File: src/hdl/rpff_pkg.sv
// rpff_pkg: shared types, constants and register codes of the pit fill filter
// no dependencies; imported by rpff_ctrl, rpff_dp, the top level and the bench

package rpff_pkg;

  // payload widths
  localparam int HEIGHT_BITS = 16;
  localparam int FILL_SUM_W  = 38;
  localparam int MAP_ROWS_W  = 13;
  localparam int MAP_COLS_W  = 11;

  // default storage limits
  localparam int RPFF_MAX_COLS = 1024;
  localparam int RPFF_MAX_ROWS = 4096;

  // configuration port
  localparam int CFG_INDEX_W = 1;
  localparam int CFG_DATA_W  = MAP_ROWS_W;
  localparam logic [CFG_INDEX_W-1:0] REG_MAP_ROWS = 1'd0;
  localparam logic [CFG_INDEX_W-1:0] REG_MAP_COLS = 1'd1;

  // neighbor sum and divide-by-three reciprocal
  localparam int SUM_W       = HEIGHT_BITS + 2;
  localparam int DIV3_SHIFT  = SUM_W + 1;
  localparam int MUL_W       = DIV3_SHIFT;
  localparam int DIV3_MUL    = (2 ** DIV3_SHIFT) / 3 + 1;

  typedef struct packed {
    logic signed [HEIGHT_BITS-1:0] height_in;
    logic                          pad;
  } in_item_t;

  typedef struct packed {
    logic signed [HEIGHT_BITS-1:0] height_out;
    logic                          was_pit;
    logic [HEIGHT_BITS-1:0]        fill_amount;
    logic                          last;
    logic [FILL_SUM_W-1:0]         total_fill;
  } out_item_t;

  // which row store entry a read fetches
  typedef enum logic [1:0] {
    RD_MID   = 2'd0,
    RD_LEFT  = 2'd1,
    RD_RIGHT = 2'd2,
    RD_UP    = 2'd3
  } rd_sel_t;

  typedef struct packed {
    logic    latch;
    logic    store;
    logic    rd_en;
    rd_sel_t rd_sel;
    logic    eval;
    logic    div;
    logic    fin;
  } ctrl_cmd_t;

  typedef struct packed {
    logic flushing;
    logic row_end;
    logic emit;
    logic out_full;
  } dp_status_t;

endpackage

File: src/hdl/rpff_ctrl.sv
// rpff_ctrl: sequencer of the pit fill filter, one item at a time
// depends on rpff_pkg; drives the datapath through ctrl_cmd_t

module rpff_ctrl import rpff_pkg::*; (
  input  logic       clk,
  input  logic       rst_n,
  input  logic       in_valid,
  input  logic       in_pad,
  output logic       in_stall,
  input  dp_status_t status,
  output ctrl_cmd_t  cmd
);

  typedef enum logic [8:0] {
    S_IDLE   = 9'b000000001,
    S_RMID   = 9'b000000010,
    S_RLEFT  = 9'b000000100,
    S_RRIGHT = 9'b000001000,
    S_RUP    = 9'b000010000,
    S_CAP    = 9'b000100000,
    S_EVAL   = 9'b001000000,
    S_DIV    = 9'b010000000,
    S_FIN    = 9'b100000000
  } state_t;

  state_t state_r;
  state_t state_nxt;

  assign in_stall = (state_r != S_IDLE);

  // next state and commands
  always_comb begin
    state_nxt  = state_r;
    cmd        = '0;
    cmd.rd_sel = RD_MID;
    case (state_r)
      S_IDLE: begin
        // an item that does not fit the current phase is dropped
        if (in_valid && (status.flushing == in_pad)) begin
          if (status.emit) begin
            cmd.latch = 1'b1;
            state_nxt = S_RMID;
          end else begin
            cmd.store = 1'b1;
          end
        end
      end
      S_RMID: begin
        cmd.rd_en  = 1'b1;
        cmd.rd_sel = RD_MID;
        state_nxt  = S_RLEFT;
      end
      S_RLEFT: begin
        cmd.rd_en  = 1'b1;
        cmd.rd_sel = RD_LEFT;
        state_nxt  = S_RRIGHT;
      end
      S_RRIGHT: begin
        cmd.rd_en  = 1'b1;
        cmd.rd_sel = RD_RIGHT;
        state_nxt  = S_RUP;
      end
      S_RUP: begin
        cmd.rd_en  = 1'b1;
        cmd.rd_sel = RD_UP;
        state_nxt  = S_CAP;
      end
      S_CAP: begin
        state_nxt = S_EVAL;
      end
      S_EVAL: begin
        cmd.eval  = 1'b1;
        state_nxt = S_DIV;
      end
      S_DIV: begin
        cmd.div   = 1'b1;
        state_nxt = S_FIN;
      end
      S_FIN: begin
        // wait for the output register to free up
        if (!status.out_full) begin
          cmd.fin   = 1'b1;
          state_nxt = S_IDLE;
        end
      end
      default: begin
        state_nxt = S_IDLE;
      end
    endcase
  end

  always_ff @(posedge clk) begin
    if (!rst_n) begin
      state_r <= S_IDLE;
    end else begin
      state_r <= state_nxt;
    end
  end

endmodule

File: config.mk
export PLATFORM = sky130hd
export DESIGN_NAME = rpff_ctrl
export DESIGN_NICKNAME = d
export VERILOG_FILES = /design/src/hdl/rpff_pkg.sv /design/src/hdl/rpff_ctrl.sv
export SDC_FILE = /design/constraint.sdc
export NUM_CORES = 1
export LEC_CHECK = 0
export BUFFER_PORTS_ARGS = -buffer_cell sky130_fd_sc_hd__buf_4
export CAP_MARGIN = 20
export CORE_MARGIN = 3
export CORE_UTILIZATION = 40
export DETAILED_ROUTE_END_ITERATION = 6
export PLACE_DENSITY = 0.73
export SLEW_MARGIN = 10
export SYNTH_ARGS = -nofsm -noshare
export SYNTH_HDL_FRONTEND = slang
export SYNTH_SLANG_ARGS = --single-unit
File: constraint.sdc
create_clock -name clk -period 3 [get_ports clk]
set_input_delay 0.9 -clock clk [delete_from_list [all_inputs] [get_ports clk]]
set_output_delay 0.9 -clock clk [all_outputs]
set_load 0.03 [all_outputs]
=== Word-level counts from Yosys, hierarchy flattened ===
Index checks and enable logic that the tools add are counted.

* Output and inout port bits: 9
* Input port bits: 8
* Logic and storage cells: 30
* Flip-flop bits (word level): 9

* Mux-type cells: 13
* Reduce and logical (&&, ||, !) cells: 2
* Eq/ne operators: 14

{| class="wikitable"
|+ Operators by type and width
! cell !! number
|-
| case mux 9 bit (9 select lines) || 1
|-
| 2-to-1 mux 9 bit || 3
|-
| case mux 3 bit (4 select lines) || 1
|-
| == test 9 x 1 -> 1 bit (second input constant) || 1
|-
| == test 9 x 2 -> 1 bit (second input constant) || 1
|-
| == test 9 x 3 -> 1 bit (second input constant) || 1
|-
| == test 9 x 4 -> 1 bit (second input constant) || 1
|-
| == test 9 x 5 -> 1 bit (second input constant) || 1
|-
| == test 9 x 6 -> 1 bit (second input constant) || 1
|-
| == test 9 x 7 -> 1 bit (second input constant) || 1
|-
| == test 9 x 8 -> 1 bit (second input constant) || 1
|-
| == test 9 bit (second input constant) || 1
|-
| inequality test 9 x 1 -> 1 bit (second input constant) || 1
|-
| 2-to-1 mux 1 bit || 6
|-
| inequality test 2 bit (second input constant) || 3
|-
| 2-to-1 mux 2 bit || 2
|-
| AND reduction 3 bit || 1
|-
| == test 1 bit || 1
|-
| logical AND 1 bit || 1
|}

=== Longest topological paths before layout ===
* Word-level depth: 4
* Gate-level depth with buffers: 5
* Depth with buffers taken out: 4

=== Worst setup path after synthesis ===
No wires, ideal clock.

* Path type: input to output
* From: input port status[0] in the netlist's numbering
* To: output port cmd[0] in the netlist's numbering
* Buffers on the path: 0
* Required time: 2.100 ns
* Data arrival time: 1.849 ns
* Setup slack: 0.251 ns
* Cell stages on the path: 1
* Cells stage by stage: nor4_1

* Longest elaborated chain between the ends: 2

{| class="wikitable"
|+ Ends and longest elaborated chain
! element !! RTL line !! source
|-
| start: declaration || rpff_ctrl.sv:10 || <nowiki>input dp_status_t status,</nowiki>
|-
| 2-to-1 mux 1 bit || rpff_ctrl.sv:81 || <nowiki>if (!status.out_full) begin</nowiki>
|-
| 2-to-1 mux 1 bit || rpff_ctrl.sv:36 || <nowiki>case (state_r)</nowiki>
|-
| end: declaration || rpff_ctrl.sv:11 || <nowiki>output ctrl_cmd_t cmd</nowiki>
|}

Every way passes these cells.

==> impl_results.md <==
* Outcome: complete, no violations
* Largest registers: state_r x9
* Drt drc at 0
* Post-DP HPWL at 948 µm
* First-pass GRT wire length at 1900 µm
* CTS H-tree lvls at 1
* Cells after synthesis at 65
* Critical Path Max Stage Delay at 0.37 ns
* Number of distinct library cells after synthesis at 30
* Post-CTS Resized at 0
* Final clock skew at 0.00311 ns
* Slew Limit Fails at 0
* Largest register FFs at 9
* Worst EP arrival at 1.71 ns
* Total negative slack at 0 ns
* Antenna viol nets, final at 0
* Post-synthesis mux area share at 0
* Bufs and invs on worst path at 1
* Die height at 43.6 µm
* Clk pwr share at 0.355
* Drt via density at 5.62
* Clk buf depth at 2
* Placement Rows at 12
* Critical setup path kind: flip-flop to output port
* Drt wl/cell at 12.7 µm
* Seq/Total Area, Yosys at 0.318
* Final setup fails at 0
* RSZ-0062 raised after global routing: no
* Post-Synth Adder-Cell Area at 0
* Worst Path Required at 2.10 ns
* Internal power at 0.196 mW
* CTS Buf Count at 3
* Largest net degree at the start of global routing at 9
* Post-CTS setup buffers at 0
* Clock Tree Root: clkbuf_4
* Worst slew pin tran at 0.347 ns
* Share of power burned in registers at 0.459
* Critical Path Source Type: flip-flop
* Maximum clock rate at 0.384 GHz
* Xor-xnor portion of the synthesized cell area at 0.0773
* Peak supply drop at 0.247 mV
* Pwr Density at 376 mW/mm²
* Vias in the first global route at 442
* Num Clock Sinks at 9
* Final Hold Viols at 0
* Core area at 0.00122 mm²
* Routability congestion estimate at 0.745
* Starting DRT DRC Count at 21
* Vias after detailed routing at 545
* Total GRT Usage at 0.139
* Switch Pwr at 0.0738 mW
* # Max-Cap Violations at 0
* Routed Wire Length at 1230 µm
* Synth Cell Area at 567 µm²
* Die area at 0.00190 mm²
* Fin crit period at 2.61 ns
* Non-filler instance count after layout at 97
* Util after Layout at 0.591
* Synth Area in Compound Gates at 0.146
* First-pass detailed-route iteration total at 4
* Diode count at 0
* Ports at 17
* Fin crit share at 0.869
* Hold/Removal Path Class: flip-flop to flip-flop
* Filler cells at 111
* Combinational Power Share at 0.186
* Clk pin slew, worst setup/hold paths at 0.06 ns
* Final Net Count at 92
* Worst-Skew Late Latency at 0.26 ns
* TritonCTS clock tree: built
* Yosys reg bits at 9
* Net Sw Frac at 0.273
* Final setup margin at 0.393 ns
* Cts hold-fix bufs at 0
* Leakage at 0.344 nW
* Syn Area/Cell at 8.72 µm²
* Crit. End Element: output port
* Largest Register: state_r
* Ys Warns at 0
* Starting Density at 0.466
* Normalized max-slew margin at 0.767
* Initial antenna violation count at 0
* Critical path's top delay family: simple AND/OR/NAND/NOR gates
* Main combinational cell family by area after synthesis: simple AND/OR/NAND/NOR gates
* Worst Path Max Fanout at 6
* Dpl ws at 0.437 ns
* Placed insts at 93
* Port buffer count at 15
* Post-synthesis simple-gate area fraction at 0.444
* Slowest cell on crit path: dfxtp_1
* Synth-to-Final Area Change at 26.7%
* Total global routing overflow at 0
* Layout cells sized above 1 at 0.289
* Syn_nets at 73
* CP cell instances: nor2_1, nand3_1, or2_2, o41ai_1, buf_4
* Horiz. Die Dim at 43.6 µm
[logic make-up after synthesis]
| logic type | after synthesis |
|---|---|
| buf+inv | 2 |
| flops | 9 |
| compound gates | 10 |
| simple gates | 39 |
| xor+xnor | 5 |
[placed cells by master, fill, tap and decap left out, types with 2 or more instances in the layout]
cell | synthesis | final
buf_4 | 0 | 15
clkbuf_4 | 0 | 3
nand2_1 | 5 | 5
nor2_1 | 7 | 7
o21ai_0 | 2 | 2
dfxtp_1 | 9 | 9
nand3_1 | 3 | 3
and3_1 | 4 | 4
and2_1 | 2 | 2
xor2_1 | 4 | 4
nor4_1 | 2 | 2
nor3_1 | 4 | 4
nand3b_1 | 4 | 4
[final timing paths]
| kind | from | endpoint | slack, ns | cells after the start |
|---|---|---|---|---|
| worst min-delay path | state_r[8] | state_r[2] | 0.49 | 1 |
| worst max register to register | state_r[4] | state_r[0] | 1.58 | 4 |
| worst min register to register | state_r[8] | state_r[2] | 0.49 | 1 |
| worst max-delay path | state_r[1] | cmd[5] | 0.39 | 5 |
[routing by layer]
layer | global-route usage | share of wire
met1 | 0.188 | 0.45
met2 | 0.186 | 0.43
met3 | 0.0788 | 0.11
met5 | 0 | 0
met4 | 0.0361 | 0.0097
[power groups by stage]
| stage | clock (mW) | combinational [mW] | sequential (mW) |
|---|---|---|---|
| floorplan | 0 | 0.0333 | 0.126 |
| global placement | 0 | 0.0495 | 0.127 |
| detailed placement | 0 | 0.0506 | 0.127 |
| CTS | 0.101 | 0.0508 | 0.124 |
| global route | 0.107 | 0.0549 | 0.124 |
| finish | 0.0958 | 0.0503 | 0.124 |
[metrics by stage]
stage	cell area (µm²)	total power, mW	hold WS (ns)
finish	718	0.270	0.489
floorplan	567	0.159	0.434
global route	718	0.286	0.501
global placement	692	0.176	0.474
CTS	718	0.275	0.484
detailed placement	692	0.177	0.475
[final cells by class]
cell class                 instances  area (µm²)  share of cell area
clock buffer                       4        26.3              0.0366
multi-input combinational         54         378               0.526
tap                               14        17.5              0.0244
timing repair buffer              15         113               0.157
sequential                         9         180               0.251
inverter                           1        3.75             0.00523
[cells in the mapped netlist]
| cell type | instances | share of area |
|---|---|---|
| a21oi_1 | 1 | 0.0088 |
| a22o_1 | 1 | 0.015 |
| a31oi_1 | 1 | 0.011 |
| a32o_1 | 1 | 0.018 |
| and2_1 | 2 | 0.022 |
| and3_1 | 4 | 0.044 |
| and3_2 | 1 | 0.013 |
| and4b_1 | 1 | 0.018 |
| buf_2 | 1 | 0.0088 |
| dfxtp_1 | 9 | 0.32 |
| inv_1 | 1 | 0.0066 |
| nand2_1 | 5 | 0.033 |
| nand3_1 | 3 | 0.026 |
| nand3b_1 | 4 | 0.053 |
| nand4_4 | 1 | 0.038 |
| nor2_1 | 7 | 0.046 |
| nor2_4 | 1 | 0.020 |
| nor2b_1 | 1 | 0.011 |
| nor3_1 | 4 | 0.035 |
| nor3b_1 | 1 | 0.013 |
| nor4_1 | 2 | 0.022 |
| nor4_4 | 1 | 0.038 |
| o211a_1 | 1 | 0.018 |
| o21ai_0 | 2 | 0.018 |
| o21ai_4 | 1 | 0.029 |
| o21bai_1 | 1 | 0.013 |
| o41ai_1 | 1 | 0.015 |
| or2_2 | 1 | 0.011 |
| xnor2_1 | 1 | 0.015 |
| xor2_1 | 4 | 0.062 |
Power figures use the tool's default switching activity.
